===== src/rtl/tprf_pkg.sv =====
// tprf_pkg: shared constants and control types for the temporal radius filter
// used by tprf_ctrl, tprf_dp and temporal_point_cloud_radius_filter_top
package tprf_pkg;

  localparam int MAX_POINTS = 1024;
  localparam int COORD_BITS = 16;

  localparam int FRAME_W  = 32;
  localparam int THR_W    = 16;
  localparam int KEPT_W   = 11;
  localparam int CNT_W    = $clog2(MAX_POINTS + 1);
  localparam int ADDR_W   = (MAX_POINTS > 1) ? $clog2(MAX_POINTS) : 1;
  localparam int RAM_AW   = ADDR_W + 1;
  localparam int RAM_DEPTH = 2 * (1 << ADDR_W);
  localparam int PT_W     = 3 * COORD_BITS;
  localparam int DIFF_W   = COORD_BITS + 1;
  localparam int SQ_W     = 2 * COORD_BITS;
  localparam int SUM_W    = SQ_W + 2;
  localparam int LIMIT_W  = 2 * THR_W;
  localparam int COUNT_CAP = (MAX_POINTS < 2047) ? MAX_POINTS : 2047;

  localparam logic [THR_W-1:0] THR_RESET = THR_W'(256);

  localparam logic KIND_POINT = 1'b0;
  localparam logic KIND_END   = 1'b1;

  typedef struct packed {
    logic accept;
    logic scan;
    logic emit_keep;
    logic emit_sum;
  } tprf_cmd_t;

  typedef struct packed {
    logic scan_needed;
    logic scan_done;
    logic hit;
    logic out_free;
  } tprf_stat_t;

endpackage


===== src/rtl/tprf_ctrl.sv =====
// tprf_ctrl: sequencing state machine for the radius filter
// depends on tprf_pkg; drives commands to tprf_dp
module tprf_ctrl
  import tprf_pkg::*;
(
  input  logic       clk,
  input  logic       rst_n,
  input  logic       in_valid,
  input  logic       in_kind,
  output logic       in_stall,
  input  tprf_stat_t stat,
  output tprf_cmd_t  cmd
);

  typedef enum logic [1:0] {
    S_IDLE,
    S_SCAN,
    S_KEEP,
    S_SUM
  } state_t;

  state_t state_r;
  logic   idle;

  assign idle     = (state_r == S_IDLE);
  assign in_stall = !idle;

  always_comb begin
    cmd           = '0;
    cmd.accept    = idle && in_valid;
    cmd.scan      = (state_r == S_SCAN);
    cmd.emit_keep = (state_r == S_KEEP) && stat.out_free;
    cmd.emit_sum  = (state_r == S_SUM) && stat.out_free;
  end

  always_ff @(posedge clk) begin
    if (!rst_n) begin
      state_r <= S_IDLE;
    end else begin
      case (state_r)
        S_IDLE: begin
          if (in_valid) begin
            if (in_kind == KIND_END) begin
              state_r <= S_SUM;
            end else if (stat.scan_needed) begin
              state_r <= S_SCAN;
            end
          end
        end
        S_SCAN: begin
          if (stat.scan_done) begin
            state_r <= stat.hit ? S_KEEP : S_IDLE;
          end
        end
        S_KEEP: begin
          if (stat.out_free) begin
            state_r <= S_IDLE;
          end
        end
        S_SUM: begin
          if (stat.out_free) begin
            state_r <= S_IDLE;
          end
        end
        default: state_r <= S_IDLE;
      endcase
    end
  end

endmodule


===== config.mk =====
export PLATFORM = sky130hd
export DESIGN_NAME = tprf_ctrl
export DESIGN_NICKNAME = d
export VERILOG_FILES = /design/src/rtl/tprf_pkg.sv /design/src/rtl/tprf_ctrl.sv
export SDC_FILE = /design/constraint.sdc
export NUM_CORES = 1
export LEC_CHECK = 0
export ABC_AREA = 1
export BUFFER_PORTS_ARGS = -buffer_cell sky130_fd_sc_hd__clkbuf_2
export CAP_MARGIN = 20
export CELL_PAD_IN_SITES_DETAIL_PLACEMENT = 1
export CELL_PAD_IN_SITES_GLOBAL_PLACEMENT = 2
export CORE_AREA = 2 2 39 41
export DETAILED_ROUTE_END_ITERATION = 10
export DIE_AREA = 0 0 41 43
export GPL_TIMING_DRIVEN = 0
export PLACE_DENSITY = 0.7
export SETUP_SLACK_MARGIN = 0.3
export SYNTH_ARGS = -nofsm -noshare
export SYNTH_HDL_FRONTEND = slang
export SYNTH_SLANG_ARGS = --single-unit
export TNS_END_PERCENT = 20

===== constraint.sdc =====
create_clock -name clk -period 1.7 [get_ports clk]
set_input_delay 0.34 -clock clk [delete_from_list [all_inputs] [get_ports clk]]
set_output_delay 0.34 -clock clk [all_outputs]
set_load 0.03 [all_outputs]

==> impl_metrics.tcl, run 1 <==
set metrics [dict create \
    gr-total-overflow 0 \
    synth_cell_types 11 \
    whs_path_depth 3 \
    cts-root-buf "clkbuf_4" \
    gp_routability_congestion 0.648 \
    rr_endpoint "state_r[1]$_SDFFE_PN0P_" \
    crit_type "reg -> out" \
    die_y_microns 43 \
    hold_slack_ns 0.334 \
    synth_top_cells_by_area "dfxtp_1 25%, inv_1 14%, nand2_1 14%, nand3_1 9.2%, nor2_1 9.2%" \
    min_period_ns 1.32 \
    grt_pass1_wl_microns 841 \
    max_freq_ghz 0.760 \
    portBuffers 12 \
    drtIter0Drc 2 \
    avgSynthCellArea_sq_um 5.81 \
    status "completed" \
    tightest_slew_ns 0.168 \
    synthCells 28 \
    relSlewSlack_pct 88.8 \
    clock_sinks 2 \
    min_to "state_r[1]$_SDFFE_PN0P_" \
    cp_slowest_stage_delay_ns 0.34 \
    max_cap_violations 0 \
    num_vias 221 \
    yosysTopAreaCell "dfxtp_1" \
    finish.utilization_pct 20.6 \
    area_growth_syn_to_layout_pct 75.4 \
    worstPathArrival_ns 0.98 \
    tritoncts "yes" \
    core-area_sq_um 1380 \
    cp-end-kind "primary output" \
    fin_total_pwr_uw 592 \
    yosysTopAreaCellShare_pct 24.6 \
    track_usage_pct 7.41 \
    grt_start_max_net_pins 7 \
    cp.required_ns 1.36 \
    drtAntennaViolNets 0 \
    p_leak_nw 0.161 \
    ctsHtreeMaxLevel 1 \
    start_util_pct 11.8 \
    instances_no_fill 60 \
    fin_tns_setup_ns 0 \
    syn_area_sq_um 163 \
    clockBufferDepth 2 \
    nFillCells 190 \
    wl_microns 440 \
    r2r_slack_ns 0.76 \
    drive_above_1_share_pct 54.5 \
    crit_fanout 5 \
    mostFrequentLayoutCell "clkbuf_2" \
    multi_input_area_sq_um 103 \
    worstSkewPairLatency_ns 0.23 \
    crit_buf_inv 2 \
    ys_ff_latch 2 \
    ys_warn_count 0 \
    fin_nets 54 \
    rsz0062_at_grt "yes" \
    yosysSeqAreaShare_pct 24.6 \
    hold_buffers 0 \
    placed_cells 56 \
    wl_per_cell_microns 7.33 \
    die_x_microns 41 \
    finalSetupViolCount 0 \
    setup_ws_ns 0.384 \
    pre_cts_ws_ns 0.458 \
    regMostFlops "state_r" \
    dieArea_sq_um 1760 \
    firstDrtPassIters 2 \
    powerDensity_nw_per_um2 2080 \
    slew_viol_final 0 \
    crit_path_frequent_cell "nor2_2" \
    max-vdd-ir-drop_uv 447 \
    final_cell_mix "9 x clkbuf_2, 6 x inv_1, 6 x nand2_1" \
    io_pins 13 \
    timing.final.crit_share_pct 77.4 \
    seq_area_sq_um 42.5 \
    final_cell_area_sq_um 285 \
    cp-start-kind "register" \
    dp_hpwl_microns 372 \
    crit_family "flip-flops" \
    finalClockSkew_ns 0.00262 \
    path_cells "nor2_2 > inv_1 > nor2_2 > buf_4" \
    clk_pin_slew_worst_paths_ns 0.03 \
    reg2reg_depth 6 \
    antenna_found_initial 0 \
    placed_cell_area_sq_um 245 \
    hold_viol 0 \
    row_count 14 \
    cts_buffers 3 \
    min_from "rst_n" \
    min_path_type "in -> reg" \
    drc 0 \
    r2r-start "state_r[1]$_SDFFE_PN0P_" \
    top_regs "state_r: 2 flops" \
    cp_slowest_cell "dfxtp_2" \
    synthesis.nets 36 \
    routed_via_density 3.68 \
    largest_reg_flops 2 \
    grt_pass1_vias 238 \
    diodes 0 \
]
[final cells by class]
type,instances,share of cell area (%)
multi-input cells,20,36.0
repair buffers,13,26.3
flip-flops and latches,2,14.9
clock buffers,3,7.89
inverters,6,7.89
well taps,16,7.02
[tightest hold or removal path, cell delays in order]
cell and delay (ns):
clkbuf_2 0.08, inv_1 0.07, a21oi_2 0.03
[report_power, final]
group | total (mW) | leakage (nW) | switching, mW | internal, mW
Sequential | 0.113 | 0.0172 | 0.0366 | 0.0764
Clock | 0.106 | 0.0138 | 0.0277 | 0.0779
Combinational | 0.374 | 0.130 | 0.237 | 0.137
[cells by family (layout without fill, tap and decap cells)]
group | count (synthesis) | after routing | synth area share, %
and+or+nand+nor | 17 | 17 | 50.0
buffers and inverters | 6 | 22 | 13.8
AOI/OAI and AO/OA | 3 | 3 | 11.5
DFF | 2 | 2 | 24.6
[layer usage]
layer	wire length [microns]	global-route usage [%]
met5	0	0
met1	176	7.67
met3	24	4.71
met4	0	6.00
met2	239	10.0
[timing repair]
item | in CTS | in global routing
gates cloned | 0 | 0
pin swaps | 1 | 1
endpoints found under the setup margin | 4 | 5
resized for setup | 1 | 9
buffers inserted | 1 | 0
[synthesized netlist by cell type]
cell type / n
inv_1: 6
nand2_1: 6
a21oi_1: 1
nor2_1: 4
nand3_1: 3
o21ai_0: 1
nand3_2: 1
a21oi_2: 1
nand2_2: 2
dfxtp_1: 2
nor2_2: 1
[worst max path at each step]
stage | start | to | slack (ns) | cells after the start
finish | state_r[1]$_SDFFE_PN0P_ | cmd[3] | 0.38 | 4
global route | state_r[1]$_SDFFE_PN0P_ | cmd[3] | 0.29 | 4
CTS | state_r[0]$_SDFFE_PN0P_ | cmd[3] | 0.28 | 4
detailed placement | state_r[1]$_SDFFE_PN0P_ | cmd[3] | 0.46 | 4
global placement | state_r[1]$_SDFFE_PN0P_ | cmd[3] | 0.47 | 4
floorplan | state_r[1]$_SDFFE_PN0P_ | cmd[3] | 0.39 | 3
(Power assumes the default switching activity.)
==> run 2: changes to the inputs <==
--- a/config.mk
+++ b/config.mk
@@ -5,7 +5,7 @@
 export SDC_FILE = /design/constraint.sdc
 export NUM_CORES = 1
 export LEC_CHECK = 0
-export ABC_AREA = 1
+export ABC_AREA = 0
 export BUFFER_PORTS_ARGS = -buffer_cell sky130_fd_sc_hd__clkbuf_2
 export CAP_MARGIN = 20
 export CELL_PAD_IN_SITES_DETAIL_PLACEMENT = 1
@@ -14,7 +14,7 @@
 export DETAILED_ROUTE_END_ITERATION = 10
 export DIE_AREA = 0 0 41 43
 export GPL_TIMING_DRIVEN = 0
-export PLACE_DENSITY = 0.7
+export PLACE_DENSITY = 0.61
 export SETUP_SLACK_MARGIN = 0.3
 export SYNTH_ARGS = -nofsm -noshare
 export SYNTH_HDL_FRONTEND = slang
==> constraint.sdc (replaced) <==
create_clock -name clk -period 1.25 [get_ports clk]
set_input_delay 0.25 -clock clk [delete_from_list [all_inputs] [get_ports clk]]
set_output_delay 0.25 -clock clk [all_outputs]
set_load 0.03 [all_outputs]
==> impl_metrics.tcl, run 2 <==
set metrics [dict create \
    min_path_type "in -> reg" \
    finish.utilization_pct 25.7 \
    row_count 14 \
    max_cap_violations 0 \
    placed_cells 44 \
    area_growth_syn_to_layout_pct 147 \
    cts-root-buf "clkbuf_4" \
    cp-start-kind "register" \
    cts_buffers 3 \
    pwr-share-clk_pct 34.9 \
    io_pins 13 \
    yosysTopAreaCellShare_pct 27.8 \
    routed_via_density 4.16 \
    min_period_ns 1.24 \
    hold_slack_ns 0.279 \
    yosysTopAreaCell "dfxtp_1" \
    relSlewSlack_pct 81.1 \
    swShare_pct 32.5 \
    cp_slowest_stage_delay_ns 0.37 \
    syn_area_sq_um 144 \
    synth_cell_types 14 \
    clock_sinks 2 \
    num_vias 208 \
    status "completed" \
    powerDensity_nw_per_um2 1150 \
    avgSynthCellArea_sq_um 8.99 \
    synth_top_cells_by_area "dfxtp_1 28%, a211oi_2 8.7%, nor3b_2 8.7%, a21bo_2 7.0%, a32o_1 7.0%" \
    antenna_found_initial 0 \
    diodes 0 \
    ctsHtreeMaxLevel 1 \
    drc 0 \
    dieArea_sq_um 1760 \
    finalSetupViolCount 0 \
    async_flop_share_pct 0 \
    final_cell_mix "7 x clkbuf_2, 3 x clkbuf_4, 3 x buf_8" \
    fin_nets 44 \
    grt_pass1_vias 198 \
    cp_slowest_cell "dfxtp_4" \
    max-vdd-ir-drop_uv 417 \
    cp.required_ns 1.00 \
    gp_routability_congestion 0.623 \
    track_usage_pct 8.01 \
    clk_pin_slew_worst_paths_ns 0.03 \
    drtIter0Drc 2 \
    top_usage_layer "met3" \
    portBuffers 12 \
    grt_start_max_net_pins 10 \
    ys_ff_latch 2 \
    power.internal_uw 275 \
    p_leak_nw 0.169 \
    dp_hpwl_microns 449 \
    worstSkewPairLatency_ns 0.22 \
    yosysSeqAreaShare_pct 27.8 \
    regMostFlops "state_r" \
    die_y_microns 43 \
    hold_buffers 0 \
    seqPwrFrac_pct 23.1 \
    start_util_pct 10.4 \
    synth_common_cells "2 x dfxtp_1, 2 x nand2_1" \
    mostFrequentLayoutCell "clkbuf_2" \
    synth_flop_cell "dfxtp_1" \
    max_freq_ghz 0.809 \
    hold_viol 0 \
    slew_viol_final 0 \
    fin_total_pwr_uw 408 \
    wl_per_cell_microns 11.5 \
    crit_type "reg -> out" \
    gr-total-overflow 0 \
    wl_microns 576 \
    met2_usage_pct 9.06 \
    path_cells "or2_1 > buf_8" \
    synth_enable_flop_cells 0 \
    synthCells 16 \
    gr-usage-met3_pct 9.95 \
    rsz0062_at_grt "yes" \
    instances_no_fill 50 \
    top_regs "state_r: 2 flops" \
    core-area_sq_um 1380 \
    tightest_slew_ns 0.282 \
    grt_pass1_wl_microns 855 \
    tritoncts "yes" \
    die_x_microns 41 \
    firstDrtPassIters 2 \
    drtAntennaViolNets 0 \
    fin_tns_setup_ns 0 \
    ys_warn_count 0 \
    use_met1_pct 8.28 \
    worstPathArrival_ns 0.99 \
    crit_fanout 7 \
    clockBufferDepth 2 \
    timing.final.crit_share_pct 98.9 \
    drive_above_1_share_pct 73.5 \
    p_switching_uw 132 \
    p_comb_share_pct 42.0 \
    largest_reg_flops 2 \
    synthesis.nets 24 \
    finalClockSkew_ns 0.00362 \
    cp-end-kind "primary output" \
]
[run 2: changes by cell type after synthesis, moves of 2 or more]
cell	previous run	this run
nand2_1	6	2
nor2_1	4	1
inv_1	6	0
nand3_1	3	0
nand2_2	2	0
[run 2: repair_timing]
item | CTS | global route
endpoints found under the setup margin | 5 | 5
setup buffers | 1 | 2
pin swaps | 2 | 3
gates resized for setup | 12 | 3
[run 2: final timing paths]
check / from / endpoint / slack, ns / cells past startpoint
worst max-delay path: state_r[0]$_SDFFE_PN0P_ / in_stall / 0.01 / 2
worst min-delay path: stat[1] / state_r[1]$_SDFFE_PN0P_ / 0.28 / 3
worst max register to register: state_r[1]$_SDFFE_PN0P_ / state_r[0]$_SDFFE_PN0P_ / 0.21 / 3
worst min register to register: state_r[0]$_SDFFE_PN0P_ / state_r[0]$_SDFFE_PN0P_ / 0.58 / 1
[run 2: area by class of cell]
type / count / area [sq um]
Clock buffer: 3 / 22.5
Fill cell: 160 / 1030
Multi-Input combinational cell: 14 / 130
Sequential cell: 2 / 47.5
Tap cell: 16 / 20.0
Timing Repair Buffer: 15 / 135
[run 2: worst max-delay path, delay by kind of cell, from the launching register on]
family        cells  cell delay (ns)
simple gates      1             0.25
buf+inv           1             0.14
flops             1             0.37
[run 2: power groups by stage]
stage,Combinational [mW],Sequential [mW],Clock (mW)
finish,0.171,0.0943,0.142
global placement,0.115,0.0963,0
detailed placement,0.117,0.0989,0
CTS,0.150,0.0977,0.155
floorplan,0.0819,0.0936,0
global route,0.182,0.0961,0.160
[run 2: routing by layer]
layer  routed length (microns)  vias up
met4                         0        0
li1                          -       98
met3                       107        0
met2                       243       17
met1                       224       93
met5                         0        -
[run 2: cell families after synthesis]
| group | share of synthesized area (%) |
|---|---|
| flops | 27.8 |
| compound gates | 38.3 |
| simple gates | 33.9 |
[run 2: per-stage QoR]
| stage | area (sq um) | setup WS [ns] |
|---|---|---|
| 5_1_grt | 355 | -0.0229 |
| 4_1_cts | 332 | -0.0165 |
| 2_1_floorplan | 173 | 0.260 |
| 6_report | 355 | 0.0143 |
| 3_3_place_gp | 253 | 0.180 |
| 3_5_place_dp | 253 | 0.153 |
